<file path="src/rtl/rgbe_rle_pkg.sv">
`default_nettype none

package rgbe_rle_pkg;

    // line geometry
    localparam int MAX_LINE_WIDTH = 32767;
    localparam int PIX_W          = 15;
    localparam int BYTE_W         = 8;
    localparam int MASK_W         = 4;

    // configuration port
    localparam int CFG_IDX_W = 2;
    localparam int CFG_DAT_W = PIX_W;
    localparam logic [CFG_IDX_W-1:0] REG_LINE_WIDTH    = 2'd0;
    localparam logic [CFG_IDX_W-1:0] REG_NEW_MIN_WIDTH = 2'd1;
    localparam logic [CFG_IDX_W-1:0] REG_NEW_MAX_WIDTH = 2'd2;

    localparam logic [PIX_W-1:0] RST_LINE_WIDTH    = 15'd1;
    localparam logic [PIX_W-1:0] RST_NEW_MIN_WIDTH = 15'd8;
    localparam logic [PIX_W-1:0] RST_NEW_MAX_WIDTH = 15'd32767;

    // stream codes
    localparam logic [BYTE_W-1:0] HDR_MARK    = 8'd2;
    localparam logic [BYTE_W-1:0] RUN_FLAG    = 8'd128;
    localparam logic [BYTE_W-1:0] REPEAT_MARK = 8'd1;

    // result queue between decoder and output side
    localparam int QUEUE_DEPTH = 4;
    localparam int QUEUE_AW    = $clog2(QUEUE_DEPTH);
    localparam int QUEUE_CW    = $clog2(QUEUE_DEPTH + 1);

    typedef struct packed {
        logic [PIX_W-1:0] line_width;
        logic [PIX_W-1:0] new_min_width;
        logic [PIX_W-1:0] new_max_width;
    } t_cfg;

    typedef struct packed {
        logic [MASK_W-1:0] channel_mask;
        logic [PIX_W-1:0]  first_pixel;
        logic [PIX_W-1:0]  pixel_count;
        logic [BYTE_W-1:0] red;
        logic [BYTE_W-1:0] green;
        logic [BYTE_W-1:0] blue;
        logic [BYTE_W-1:0] exponent;
        logic              line_end;
        logic              overrun;
    } t_result;

endpackage

`default_nettype wire

</file>
<file path="src/rtl/rgbe_rle_queue.sv">
`default_nettype none

module rgbe_rle_queue (
    input  wire                    i_clk,
    input  wire                    i_rst_n,
    input  wire                    i_wr,
    input  rgbe_rle_pkg::t_result  i_wr_data,
    input  wire                    i_rd,
    output rgbe_rle_pkg::t_result  o_rd_data,
    output logic                   o_full,
    output logic                   o_empty
);
    import rgbe_rle_pkg::*;

    t_result               r_mem [QUEUE_DEPTH];
    logic [QUEUE_AW-1:0]   r_wr_ptr, n_wr_ptr;
    logic [QUEUE_AW-1:0]   r_rd_ptr, n_rd_ptr;
    logic [QUEUE_CW-1:0]   r_count, n_count;

    localparam logic [QUEUE_AW-1:0] LAST_SLOT = QUEUE_AW'(QUEUE_DEPTH - 1);
    localparam logic [QUEUE_CW-1:0] FULL_CNT  = QUEUE_CW'(QUEUE_DEPTH);

    always_comb begin
        n_wr_ptr = r_wr_ptr;
        n_rd_ptr = r_rd_ptr;
        n_count  = r_count;
        if (i_wr) begin
            n_wr_ptr = (r_wr_ptr == LAST_SLOT) ? '0 : r_wr_ptr + 1'b1;
        end
        if (i_rd) begin
            n_rd_ptr = (r_rd_ptr == LAST_SLOT) ? '0 : r_rd_ptr + 1'b1;
        end
        if (i_wr && !i_rd) begin
            n_count = r_count + 1'b1;
        end else if (i_rd && !i_wr) begin
            n_count = r_count - 1'b1;
        end
    end

    always_ff @(posedge i_clk) begin
        if (!i_rst_n) begin
            r_wr_ptr <= '0;
            r_rd_ptr <= '0;
            r_count  <= '0;
        end else begin
            r_wr_ptr <= n_wr_ptr;
            r_rd_ptr <= n_rd_ptr;
            r_count  <= n_count;
        end
    end

    always_ff @(posedge i_clk) begin
        if (i_wr) begin
            r_mem[r_wr_ptr] <= i_wr_data;
        end
    end

    assign o_rd_data = r_mem[r_rd_ptr];
    assign o_full    = (r_count == FULL_CNT);
    assign o_empty   = (r_count == '0);

endmodule

`default_nettype wire

</file>
<file path="src/rtl/rgbe_rle_front.sv">
`default_nettype none

module rgbe_rle_front (
    input  wire                          i_clk,
    input  wire                          i_rst_n,
    input  rgbe_rle_pkg::t_cfg           i_cfg,
    input  wire                          i_valid,
    input  wire [rgbe_rle_pkg::BYTE_W-1:0] i_data_byte,
    output logic                         o_res_valid,
    output rgbe_rle_pkg::t_result        o_res
);
    import rgbe_rle_pkg::*;

    typedef enum logic [2:0] {
        PH_START  = 3'd0,
        PH_HDR_G  = 3'd1,
        PH_HDR_B  = 3'd2,
        PH_HDR_E  = 3'd3,
        PH_OLD    = 3'd4,
        PH_CODE   = 3'd5,
        PH_RUNVAL = 3'd6,
        PH_LIT    = 3'd7
    } t_phase;

    localparam logic [PIX_W-1:0] MAX_W = PIX_W'(MAX_LINE_WIDTH);

    t_phase             r_phase, n_phase;
    logic [1:0]         r_bip, n_bip;
    logic [PIX_W-1:0]   r_pos, n_pos;
    logic [1:0]         r_plane, n_plane;
    logic [6:0]         r_rem, n_rem;
    logic [1:0]         r_rshift, n_rshift;
    logic [23:0]        r_partial, n_partial;
    logic [31:0]        r_prev, n_prev;

    logic [PIX_W-1:0]   w_eff;
    logic [PIX_W-1:0]   avail;
    logic [BYTE_W-1:0]  b;

    // old-style write request
    logic               do_old;
    logic [31:0]        old_pix;
    logic [16:0]        old_cnt;
    logic               old_end;
    // planar write request
    logic               do_plane;
    logic               plane_lit;
    logic               plane_more;
    logic [PIX_W-1:0]   plane_cnt;
    logic               plane_end;
    logic               plane_le;

    always_comb begin
        b = i_data_byte;
        if (i_cfg.line_width == '0) begin
            w_eff = PIX_W'(1);
        end else if (i_cfg.line_width > MAX_W) begin
            w_eff = MAX_W;
        end else begin
            w_eff = i_cfg.line_width;
        end
        avail = (r_pos < w_eff) ? (w_eff - r_pos) : PIX_W'(1);
    end

    always_comb begin
        n_phase   = r_phase;
        n_bip     = r_bip;
        n_pos     = r_pos;
        n_plane   = r_plane;
        n_rem     = r_rem;
        n_rshift  = r_rshift;
        n_partial = r_partial;
        n_prev    = r_prev;

        do_old     = 1'b0;
        old_pix    = r_prev;
        old_cnt    = 17'd1;
        old_end    = 1'b0;
        do_plane   = 1'b0;
        plane_lit  = 1'b0;
        plane_more = 1'b0;
        plane_cnt  = PIX_W'(1);
        plane_end  = 1'b0;
        plane_le   = 1'b0;

        o_res_valid = 1'b0;
        o_res       = '0;

        if (i_valid) begin
            unique case (r_phase)
                PH_START: begin
                    n_pos   = '0;
                    n_plane = '0;
                    if (w_eff < i_cfg.new_min_width || w_eff > i_cfg.new_max_width ||
                        b != HDR_MARK) begin
                        n_rshift  = '0;
                        n_partial = {16'd0, b};
                        n_bip     = 2'd1;
                        n_phase   = PH_OLD;
                    end else begin
                        n_phase = PH_HDR_G;
                    end
                end
                PH_HDR_G: begin
                    n_partial = {8'd0, b, 8'd0};
                    n_phase   = PH_HDR_B;
                end
                PH_HDR_B: begin
                    n_partial = {b, r_partial[15:8], 8'd0};
                    n_phase   = PH_HDR_E;
                end
                PH_HDR_E: begin
                    if (r_partial[15:8] != HDR_MARK || r_partial[23]) begin
                        // not a planar header: first four bytes are pixel 0
                        old_pix  = {b, r_partial[23:8], HDR_MARK};
                        n_prev   = old_pix;
                        n_rshift = '0;
                        n_bip    = '0;
                        n_pos    = '0;
                        do_old   = 1'b1;
                    end else begin
                        n_plane = '0;
                        n_pos   = '0;
                        n_phase = PH_CODE;
                    end
                end
                PH_OLD: begin
                    unique case (r_bip)
                        2'd0: begin
                            n_partial = {16'd0, b};
                            n_bip     = 2'd1;
                        end
                        2'd1: begin
                            n_partial = {r_partial[23:16], b, r_partial[7:0]};
                            n_bip     = 2'd2;
                        end
                        2'd2: begin
                            n_partial = {b, r_partial[15:0]};
                            n_bip     = 2'd3;
                        end
                        default: begin
                            n_bip = '0;
                            if (r_partial[7:0] == REPEAT_MARK &&
                                r_partial[15:8] == REPEAT_MARK &&
                                r_partial[23:16] == REPEAT_MARK) begin
                                // repeat count shifted by 8 bits per prior repeat;
                                // shifts of 16 or more always pass the line end
                                unique case (r_rshift)
                                    2'd0:    old_cnt = {9'd0, b};
                                    2'd1:    old_cnt = {1'b0, b, 8'd0};
                                    default: old_cnt = (b != '0) ? 17'h10000 : 17'd0;
                                endcase
                                if (r_rshift != 2'd3) begin
                                    n_rshift = r_rshift + 1'b1;
                                end
                                old_pix = r_prev;
                                do_old  = (b != '0);
                            end else begin
                                old_pix  = {b, r_partial};
                                n_prev   = old_pix;
                                n_rshift = '0;
                                do_old   = 1'b1;
                            end
                        end
                    endcase
                end
                PH_CODE: begin
                    if (b > RUN_FLAG) begin
                        n_rem   = b[6:0];
                        n_phase = PH_RUNVAL;
                    end else if (b != '0) begin
                        n_rem   = 7'(b - 1'b1);
                        n_phase = PH_LIT;
                    end
                end
                PH_RUNVAL: begin
                    do_plane  = 1'b1;
                    plane_cnt = {8'd0, r_rem};
                end
                PH_LIT: begin
                    do_plane   = 1'b1;
                    plane_lit  = 1'b1;
                    plane_more = (r_rem != '0);
                end
            endcase
        end

        if (do_old) begin
            old_end     = (old_cnt >= {2'b00, avail});
            o_res_valid = 1'b1;
            o_res.channel_mask = '1;
            o_res.first_pixel  = n_pos;
            o_res.pixel_count  = old_end ? avail : old_cnt[PIX_W-1:0];
            o_res.red          = old_pix[7:0];
            o_res.green        = old_pix[15:8];
            o_res.blue         = old_pix[23:16];
            o_res.exponent     = old_pix[31:24];
            o_res.line_end     = old_end;
            o_res.overrun      = (old_cnt > {2'b00, avail});
            if (old_end) begin
                n_pos    = '0;
                n_bip    = '0;
                n_rshift = '0;
                n_phase  = PH_START;
            end else begin
                n_pos   = n_pos + old_cnt[PIX_W-1:0];
                n_phase = PH_OLD;
            end
        end

        if (do_plane) begin
            plane_end   = (plane_cnt >= avail);
            plane_le    = plane_end && (r_plane == 2'd3);
            o_res_valid = 1'b1;
            o_res.channel_mask = MASK_W'(1) << r_plane;
            o_res.first_pixel  = r_pos;
            o_res.pixel_count  = plane_end ? avail : plane_cnt;
            o_res.red          = (r_plane == 2'd0) ? b : '0;
            o_res.green        = (r_plane == 2'd1) ? b : '0;
            o_res.blue         = (r_plane == 2'd2) ? b : '0;
            o_res.exponent     = (r_plane == 2'd3) ? b : '0;
            o_res.line_end     = plane_le;
            o_res.overrun      = plane_end && ((plane_cnt > avail) || plane_more);
            if (plane_end) begin
                // leftover literal bytes are dropped at the plane end
                n_pos = '0;
                n_rem = '0;
                if (plane_le) begin
                    n_plane = '0;
                    n_phase = PH_START;
                end else begin
                    n_plane = r_plane + 1'b1;
                    n_phase = PH_CODE;
                end
            end else begin
                n_pos   = r_pos + plane_cnt;
                n_phase = PH_CODE;
                if (plane_lit && plane_more) begin
                    n_rem   = r_rem - 1'b1;
                    n_phase = PH_LIT;
                end
            end
        end
    end

    always_ff @(posedge i_clk) begin
        if (!i_rst_n) begin
            r_phase   <= PH_START;
            r_bip     <= '0;
            r_pos     <= '0;
            r_plane   <= '0;
            r_rem     <= '0;
            r_rshift  <= '0;
            r_partial <= '0;
            r_prev    <= '0;
        end else begin
            r_phase   <= n_phase;
            r_bip     <= n_bip;
            r_pos     <= n_pos;
            r_plane   <= n_plane;
            r_rem     <= n_rem;
            r_rshift  <= n_rshift;
            r_partial <= n_partial;
            r_prev    <= n_prev;
        end
    end

endmodule

`default_nettype wire

</file>
<file path="src/rtl/rgbe_scanline_rle_decoder.sv">
`default_nettype none

// rgbe scanline run-length decoder
//
// input channel: one byte of compressed picture data per transaction,
//   taken when push is high and full is low
// result channel: fill commands for a line memory (channel mask, first
//   pixel, pixel count, channel values, line end, overrun); the oldest
//   command sits on the o_ ports while empty is low and leaves when pop is high
// configuration: i_cfg_wr_en writes i_cfg_data into register i_cfg_idx
//   (0 line width, 1 smallest planar width, 2 largest planar width),
//   index 3 is ignored; write only while the block is idle
// throughput: one byte per cycle while full is low; a byte yields zero or one
//   command, and the decode state is updated in the cycle the byte is taken
// result path: commands are registered in the queue and leave in order
// stalls: commands collect in a four-entry queue; full rises only when
//   that queue is full, so the input keeps flowing while the receiver waits
// reset: synchronous, active low; queue empties, registers go back to
//   width 1 and planar window 8 to 32767, decoder waits for a line start
module rgbe_scanline_rle_decoder (
    input  wire                                  i_clk,
    input  wire                                  i_rst_n,
    // configuration
    input  wire                                  i_cfg_wr_en,
    input  wire [rgbe_rle_pkg::CFG_IDX_W-1:0]    i_cfg_idx,
    input  wire [rgbe_rle_pkg::CFG_DAT_W-1:0]    i_cfg_data,
    // byte stream in
    input  wire                                  push,
    output logic                                 full,
    input  wire [rgbe_rle_pkg::BYTE_W-1:0]       i_data_byte,
    // fill commands out
    output logic                                 empty,
    input  wire                                  pop,
    output logic [rgbe_rle_pkg::MASK_W-1:0]      o_channel_mask,
    output logic [rgbe_rle_pkg::PIX_W-1:0]       o_first_pixel,
    output logic [rgbe_rle_pkg::PIX_W-1:0]       o_pixel_count,
    output logic [rgbe_rle_pkg::BYTE_W-1:0]      o_red,
    output logic [rgbe_rle_pkg::BYTE_W-1:0]      o_green,
    output logic [rgbe_rle_pkg::BYTE_W-1:0]      o_blue,
    output logic [rgbe_rle_pkg::BYTE_W-1:0]      o_exponent,
    output logic                                 o_line_end,
    output logic                                 o_overrun
);
    import rgbe_rle_pkg::*;

    t_cfg     r_cfg;
    logic     byte_take;     // input transaction this cycle
    logic     res_valid;     // decoder produced a command
    t_result  res;
    t_result  head;          // oldest queued command
    logic     q_full;
    logic     q_empty;
    logic     res_take;      // output transaction this cycle

    // configuration registers, written straight from the port
    always_ff @(posedge i_clk) begin
        if (!i_rst_n) begin
            r_cfg.line_width    <= RST_LINE_WIDTH;
            r_cfg.new_min_width <= RST_NEW_MIN_WIDTH;
            r_cfg.new_max_width <= RST_NEW_MAX_WIDTH;
        end else if (i_cfg_wr_en) begin
            unique case (i_cfg_idx)
                REG_LINE_WIDTH:    r_cfg.line_width    <= i_cfg_data;
                REG_NEW_MIN_WIDTH: r_cfg.new_min_width <= i_cfg_data;
                REG_NEW_MAX_WIDTH: r_cfg.new_max_width <= i_cfg_data;
                default: ;
            endcase
        end
    end

    // a byte is only taken when the queue can hold whatever it produces
    assign byte_take = push && !q_full;
    assign res_take  = pop && !q_empty;

    // front: parse bytes, track line position, build commands
    rgbe_rle_front u_front (
        .i_clk       (i_clk),
        .i_rst_n     (i_rst_n),
        .i_cfg       (r_cfg),
        .i_valid     (byte_take),
        .i_data_byte (i_data_byte),
        .o_res_valid (res_valid),
        .o_res       (res)
    );

    // back: command queue feeding the result ports
    rgbe_rle_queue u_queue (
        .i_clk     (i_clk),
        .i_rst_n   (i_rst_n),
        .i_wr      (res_valid),
        .i_wr_data (res),
        .i_rd      (res_take),
        .o_rd_data (head),
        .o_full    (q_full),
        .o_empty   (q_empty)
    );

    assign full           = q_full;
    assign empty          = q_empty;
    assign o_channel_mask = head.channel_mask;
    assign o_first_pixel  = head.first_pixel;
    assign o_pixel_count  = head.pixel_count;
    assign o_red          = head.red;
    assign o_green        = head.green;
    assign o_blue         = head.blue;
    assign o_exponent     = head.exponent;
    assign o_line_end     = head.line_end;
    assign o_overrun      = head.overrun;

endmodule

`default_nettype wire

</file>
<file path="config.mk">
export PLATFORM = sky130hd
export DESIGN_NAME = rgbe_scanline_rle_decoder
export DESIGN_NICKNAME = d
export VERILOG_FILES = /design/src/rtl/rgbe_rle_pkg.sv /design/src/rtl/rgbe_rle_queue.sv /design/src/rtl/rgbe_rle_front.sv /design/src/rtl/rgbe_scanline_rle_decoder.sv
export SDC_FILE = /design/constraint.sdc
export NUM_CORES = 1
export LEC_CHECK = 0
export ABC_CLOCK_PERIOD_IN_PS = 6000
export BUFFER_PORTS_ARGS = -buffer_cell sky130_fd_sc_hd__buf_2
export CORE_ASPECT_RATIO = 0.5
export CORE_MARGIN = 2
export CORE_UTILIZATION = 52
export CTS_BUF_LIST = sky130_fd_sc_hd__clkbuf_16
export CTS_CLUSTER_DIAMETER = 40
export DETAILED_ROUTE_END_ITERATION = 10
export MAX_ROUTING_LAYER = met4
export PLACE_DENSITY = 0.69
export SLEW_MARGIN = 20
export SYNTH_ARGS = -nofsm -noshare
export SYNTH_HDL_FRONTEND = slang
export SYNTH_SLANG_ARGS = --single-unit
</file>
<file path="constraint.sdc">
create_clock -name i_clk -period 6 [get_ports i_clk]
set_input_delay 0.3 -clock i_clk [delete_from_list [all_inputs] [get_ports i_clk]]
set_output_delay 0.3 -clock i_clk [all_outputs]
set_load 0.1 [all_outputs]
</file>
# After elaboration in Yosys (flattened, before gate mapping)

Memory sizes are Yosys's and may differ from the RTL's. A register that Yosys moved wholly into a read port is not among the register bits.
Index checks and enable logic that the tools add are counted.

Add/sub/neg operators: 11
Muxes and demuxes: 95
$lt $le $gt $ge: 9
Bitwise logic cells: 1
Shift-type cells: 1
Reductions and logical operators: 41
Eq/ne operators: 32

Operator list:

| operator                                                                | number |
|---|---|
| 15-bit 2-to-1 mux                                                       | 12 |
| 68-bit 2-to-1 mux                                                       | 2 |
| 32-bit 2-to-1 mux                                                       | 4 |
| 24-bit one-hot mux with 4 select lines                                  | 1 |
| 17-bit 2-to-1 mux                                                       | 5 |
| 24-bit one-hot mux with 3 select lines                                  | 1 |
| 32-bit one-hot mux with 2 select lines                                  | 1 |
| 7-bit 2-to-1 mux                                                        | 8 |
| 2-bit 2-to-1 mux                                                        | 23 |
| 3-bit 2-to-1 mux                                                        | 12 |
| 17-bit one-hot mux with 2 select lines                                  | 1 |
| 8-bit 2-to-1 mux                                                        | 4 |
| 15-bit adder                                                            | 2 |
| 15-bit > comparator                                                     | 2 |
| 15-bit less-than comparator                                             | 2 |
| 8-bit by 1-bit equality test with 1-bit output, second input constant   | 3 |
| 24-bit 2-to-1 mux                                                       | 1 |
| 2-bit one-hot mux with 3 select lines                                   | 3 |
| 17-bit by 15-bit >= comparator with 1-bit output                        | 1 |
| 17-bit by 15-bit > comparator with 1-bit output                         | 1 |
| 8-bit by 2-bit inequality test with 1-bit output, second input constant | 2 |
| 3-bit equality test, second input constant                              | 5 |
| 15-bit >= comparator                                                    | 1 |
| 15-bit > comparator, second input constant                              | 1 |
| other kinds (38)                                                        | 92 |

Memories: 1
Logic and storage cells: 207
Memory bits (writable): 272
Register bits: 139
Bits of input ports: 30
Output and inout port bits: 70

Memory list:

| name          | words | bits a word | read ports | clocked after memory_dff | write ports | line                 | RTL |
|---|---|---|---|---|---|---|---|
| u_queue.r_mem | 4     | 68          | 1          | 1                        | 1           | rgbe_rle_queue.sv:15 | `t_result r_mem [QUEUE_DEPTH];` |

# Logic depth before layout (Yosys ltp)

Depth after elaboration: 13
Mapped depth: 25
Depth with buffers taken out: 22

# Modules after synthesis

Synthesis repeated with hierarchy kept, for this count alone.

Cells, all modules: 1819
Area total of the unflattened synthesis: 21261.6 um^2

Modules (own cells, without submodules):

| module                    | seq. area each (um^2) | area each (um^2) | times used | cells an instance |
|---|---|---|---|---|
| rgbe_rle_queue            | 8348.0                | 10293.6          | 1          | 400 |
| rgbe_rle_front            | 1741.7                | 9121.2           | 1          | 1231 |
| rgbe_scanline_rle_decoder | 900.9                 | 1846.8           | 1          | 188 |

# Least setup slack after synthesis

Ideal clock, no wire load.

Path type: flip-flop to flip-flop
Start: register u_queue.r_count[0]
End: memory u_queue.r_mem[0][37] (netlist name), data pin
Setup time: 0.272 ns
Cell stages (with the launch flop): 16
Arrival time: 5.664 ns
Data required time: 5.728 ns
Path buffers: 2
Path slack: 0.064 ns
Clock period less this slack: 5.936 ns
Cell sequence: dfxtp_1 nor3b_1 nor2b_1 nand3_1 clkbuf_1 nor3_1 ha_1 nand2_1 o21ai_0 a21o_1 a21oi_1 o211a_1 a21o_1 o41a_1 buf_2 a221o_1

RTL lines:

| what                   | line                 | RTL |
|---|---|---|
| from (decl)            | rgbe_rle_queue.sv:18 | `logic [QUEUE_CW-1:0] r_count, n_count;` |
| from (signal assigned) | rgbe_rle_queue.sv:48 | `r_count <= n_count;` |
| to (decl)              | rgbe_rle_queue.sv:15 |  |

# Final worst setup path

Start: register r_cfg[32] (netlist name)
End: register u_front.r_pos[2]

Word-level cells in the longest chain between the ends: 9
Elaborated cells between the ends (all ways): 13
Those cells by class: add/sub (1); order compare (4); mux (7); reduce/logical (1)

RTL lines:

| what                                                                    | line                            | RTL |
|---|---|---|
| from (decl)                                                             | rgbe_scanline_rle_decoder.sv:46 | `t_cfg r_cfg;` |
| 15-bit > comparator                                                     | rgbe_rle_front.sv:57            | `end else if (i_cfg.line_width > MAX_W) begin` |
| 15-bit 2-to-1 mux                                                       | rgbe_rle_front.sv:57            |  |
| 15-bit 2-to-1 mux *                                                     | rgbe_rle_front.sv:55            | `if (i_cfg.line_width == '0) begin` |
| 15-bit subtractor / 15-bit less-than comparator (equally long branches) | rgbe_rle_front.sv:62            | `avail = (r_pos < w_eff) ? (w_eff - r_pos) : PIX_W'(1);` |
| 15-bit 2-to-1 mux *                                                     | rgbe_rle_front.sv:62            |  |
| 17-bit by 15-bit >= comparator with 1-bit output                        | rgbe_rle_front.sv:189           | `old_end = (old_cnt >= {2'b00, avail});` |
| 15-bit 2-to-1 mux                                                       | rgbe_rle_front.sv:200           | `if (old_end) begin` |
| 15-bit 2-to-1 mux                                                       | rgbe_rle_front.sv:188           | `if (do_old) begin` |
| 15-bit 2-to-1 mux *                                                     | rgbe_rle_front.sv:211           | `if (do_plane) begin` |
| to (signal assigned)                                                    | rgbe_rle_front.sv:259           | `r_pos <= n_pos;` |
| to (decl)                                                               | rgbe_rle_front.sv:29            | `logic [PIX_W-1:0] r_pos, n_pos;` |

Mark *: on every way between the ends. The rest lies on a longest branch, timed or not.
A chain may end at the register's enable or synchronous reset.

==> run summary <==
Post-DP HPWL -> 34900 um
Clk sinks -> 413
Post-synthesis cell type with the largest combined area -> edfxtp_1
Mapped Nets -> 1950
Final-report max-slew violation count -> 0
Worst-margin pin slew -> 1.07 ns
Syn Inst Count -> 1818
Slowest stage cell, crit path -> or4_4
Ys flop type -> edfxtp_1
GR peak layer -> met2
Port bufs -> 99
Hold Vio Cnt, Final -> 0
CTS tree -> yes
Fin cells -> 2466
Max Cap Viol -> 0
Via density -> 6.01
Placer Congestion -> 0.939
Initial antenna violation count -> 1
WS Path Type -> reg -> reg
Via count -> 14800
Peak supply drop -> 217 uV
Num rows -> 51
CP Capture Type -> register
H-tree depth -> 2
Core Region -> 39100 um2
Yosys warnings -> 0
Initial Utilization -> 53.0%
Worst-path clk slew -> 0.06 ns
Highest cell delay on the worst timing path -> 0.48 ns
Worst path required time -> 6.44 ns
Fillers -> 3227
Library cells used by synthesis -> 83
Nets -> 2034
Setup TNS -> 0 ns
WP data arrival -> 6.13 ns
Routed Antenna Nets -> 0
F_max -> 176 MHz
All-Layer GR Usage -> 25.4%
M3 GR Usage -> 4.29%
Leakage -> 0.00881 uW
Clock skew -> 0.0289 ns
Pin count of the biggest net entering global routing -> 69
Top-area cell type share of the netlist area -> 39.4%
Met2 Track Usage GR -> 37.9%
Die area -> 41600 um2
Cell Area, Synth -> 20700 um2
Die height -> 145 um
Initial DRC Count -> 1497
Area delta synth->final -> 12.3%
Final setup vio count -> 0
DR WL/cell -> 21.0 um
Worst path cell trace -> nor4_1, and4_1, nor2_1, ha_2, and4b_1, a2111oi_4, a221oi_2, or4_4, a31oi_4, nor2_1, buf_4, nand2_1, ha_1, a21oi_1, o21ai_0, a21o_1, a21oi_1, o211a_1, o21bai_1, o41a_1, buf_4, o21ai_1, buf_4, a2111oi_0
Worst path most repeated cell -> buf_4
Syn Area/Cell -> 11.4 um2
Buf/Inv on CP -> 3
Clk buf depth -> 3
Vias in the first global route -> 14200
Crit path max-delay family -> compound AO/OA/AOI/OAI gates
First-pass GRT wire length -> 80400 um
Num CTS Buffers -> 41
Worst setup SP type -> register
Status -> finished clean
Register area share after synthesis -> 53.0%
Met1 Resource Use GR -> 35.8%
R2R setup slack -> 0.31 ns
Top cells by area, synth -> edfxtp_1, dfxtp_1, mux4_2
Root Driver -> clkbuf_16
Fin crit period -> 5.69 ns
Grt ovf -> 0
Post-synth EDFFs -> 272
Ys async rst share -> 0%
Remaining routing DRC violations -> 0
Layout cells sized above 1 -> 15.9%
Pwr Density -> 343 nW/um2
Die width -> 286 um
Clock latency on the worst-skew pair -> 0.57 ns
IO Pins -> 100
Rel. slew slack -> 28.8%
Final wirelength -> 51800 um
Hold WC Path Type -> in -> reg
First-pass DRT Iterations -> 8
Period utilization -> 94.9%
Post CTS Setup Buffer Count -> 0
Placed insts -> 2383
Worst Path Max Fanout -> 17
Yosys reg bits -> 413
==> synthesized netlist by cell type, types with 14 or more instances <==
library cell and n:
edfxtp_1 272, nand2_1 228, dfxtp_1 141, a21oi_1 106, nor2_1 106, ha_1 99
clkbuf_1 85, inv_1 75, mux4_2 68, o21ai_0 60, nor3_1 54, mux2i_1 51
nand3_1 41, and2_1 34, xnor2_1 34, o211ai_1 25, a211oi_1 20, a21o_1 18
and3_1 17, nand4_1 16, o21a_1 15, or3_1 15, nor2b_1 14, nor4_1 14
o22ai_1 14
==> area by class of cell <==
| class | count | area [um2] | share of cell area [%] |
|---|---|---|---|
| Antenna cell | 1 | 2.50 | 0.0107 |
| Multi-Input combinational cell | 1218 | 9070 | 38.9 |
| Clock inverter | 34 | 270 | 1.16 |
| Tap cell | 530 | 663 | 2.85 |
| Timing Repair Buffer | 148 | 941 | 4.04 |
| Clock buffer | 42 | 1050 | 4.51 |
| Sequential cell | 413 | 11000 | 47.2 |
| Inverter | 80 | 300 | 1.29 |
==> routing by layer <==
layer	vias up	part of all wire, %
li1	6963	-
met1	7255	46
met2	491	45
met3	118	6.3
met4	0	2.9
met5	-	0
==> path summary, 6_finish.rpt <==
| path | start | endpoint | depth (start not counted) |
|---|---|---|---|
| max | r_cfg[32] | u_front.r_pos[2] | 24 |
| min | i_cfg_data[3] | r_cfg[18] | 3 |
| max reg2reg | r_cfg[32] | u_front.r_pos[2] | 24 |
| min reg2reg | r_cfg[21] | r_cfg[21] | 2 |
==> worst min-delay path: cells and delay by family <==
kind	cells	cell delay, ns
buffers and inverters	1	0.10
AOI/OAI and AO/OA	1	0.07
and+or+nand+nor	1	0.05
==> state kept, by name, summed over array words and instances, names as in the netlist, named ones only <==
register and cells:
u_front.r_rem 7, u_queue.r_mem 272, u_front.r_bip 2, r_cfg 45
u_queue.r_count 3, u_queue.r_wr_ptr 2, u_front.r_pos 15, u_front.r_partial 24
u_front.r_phase 3, u_front.r_plane 2, u_front.r_prev 32, u_queue.r_rd_ptr 2
u_front.r_rshift 2
==> cells in the final DEF (no fill, tap or decap), types with 18 or more instances in the layout <==
cell type	Yosys	layout
edfxtp_1	272	272
buf_2	12	99
nor3_1	54	54
a21o_1	18	18
buf_4	1	38
nand3_1	41	41
a211oi_1	20	20
nor2_1	106	105
o211ai_1	25	25
inv_1	75	81
dfxtp_1	141	139
xnor2_1	34	34
nand2_1	228	228
a21oi_1	106	106
mux4_2	68	68
mux2i_1	51	51
clkbuf_16	0	42
ha_1	99	98
o21ai_0	60	60
and2_1	34	30
==> per-stage QoR <==
step	power (uW)	utilization [%]	hold slack, ns	setup slack [ns]	instance area, um2
after detailed placement	5500	55.9	0.449	0.266	21900
after floorplan	5090	-	0.424	0.0643	20700
after global placement	5500	55.9	0.444	0.403	21900
after global routing	8260	59.6	0.0170	-0.00656	23300
final	7980	59.6	0.00795	0.307	23300
after CTS	8010	59.5	0.00175	0.237	23300
==> timing repair <==
item	CTS	global route
gates resized for setup	0	5
endpoints found under the hold margin	11	0
hold buffers	6	0
setup endpoints to repair	0	43
==> power breakdown <==
part | leakage (uW) | internal (uW) | switching (uW) | total (uW)
clock network | 0.000676 | 1390 | 1140 | 2530
logic | 0.00446 | 620 | 1620 | 2240
registers | 0.00367 | 3060 | 152 | 3210
total | 0.00881 | 5060 | 2920 | 7980
==> cells by family (layout without fill, tap and decap cells) <==
group           after synthesis  after routing  synth area share, %
compound gates              364            364                 11.8
buf+inv                     187            304                 3.55
mux                         121            121                 9.95
xor+xnor                     44             44                 1.86
fa+ha+maj                   109            109                 6.60
simple gates                580            580                 13.3
other cells                   0              1                    0
flops                       413            413                 53.0
Power figures use the tool's default switching activity.
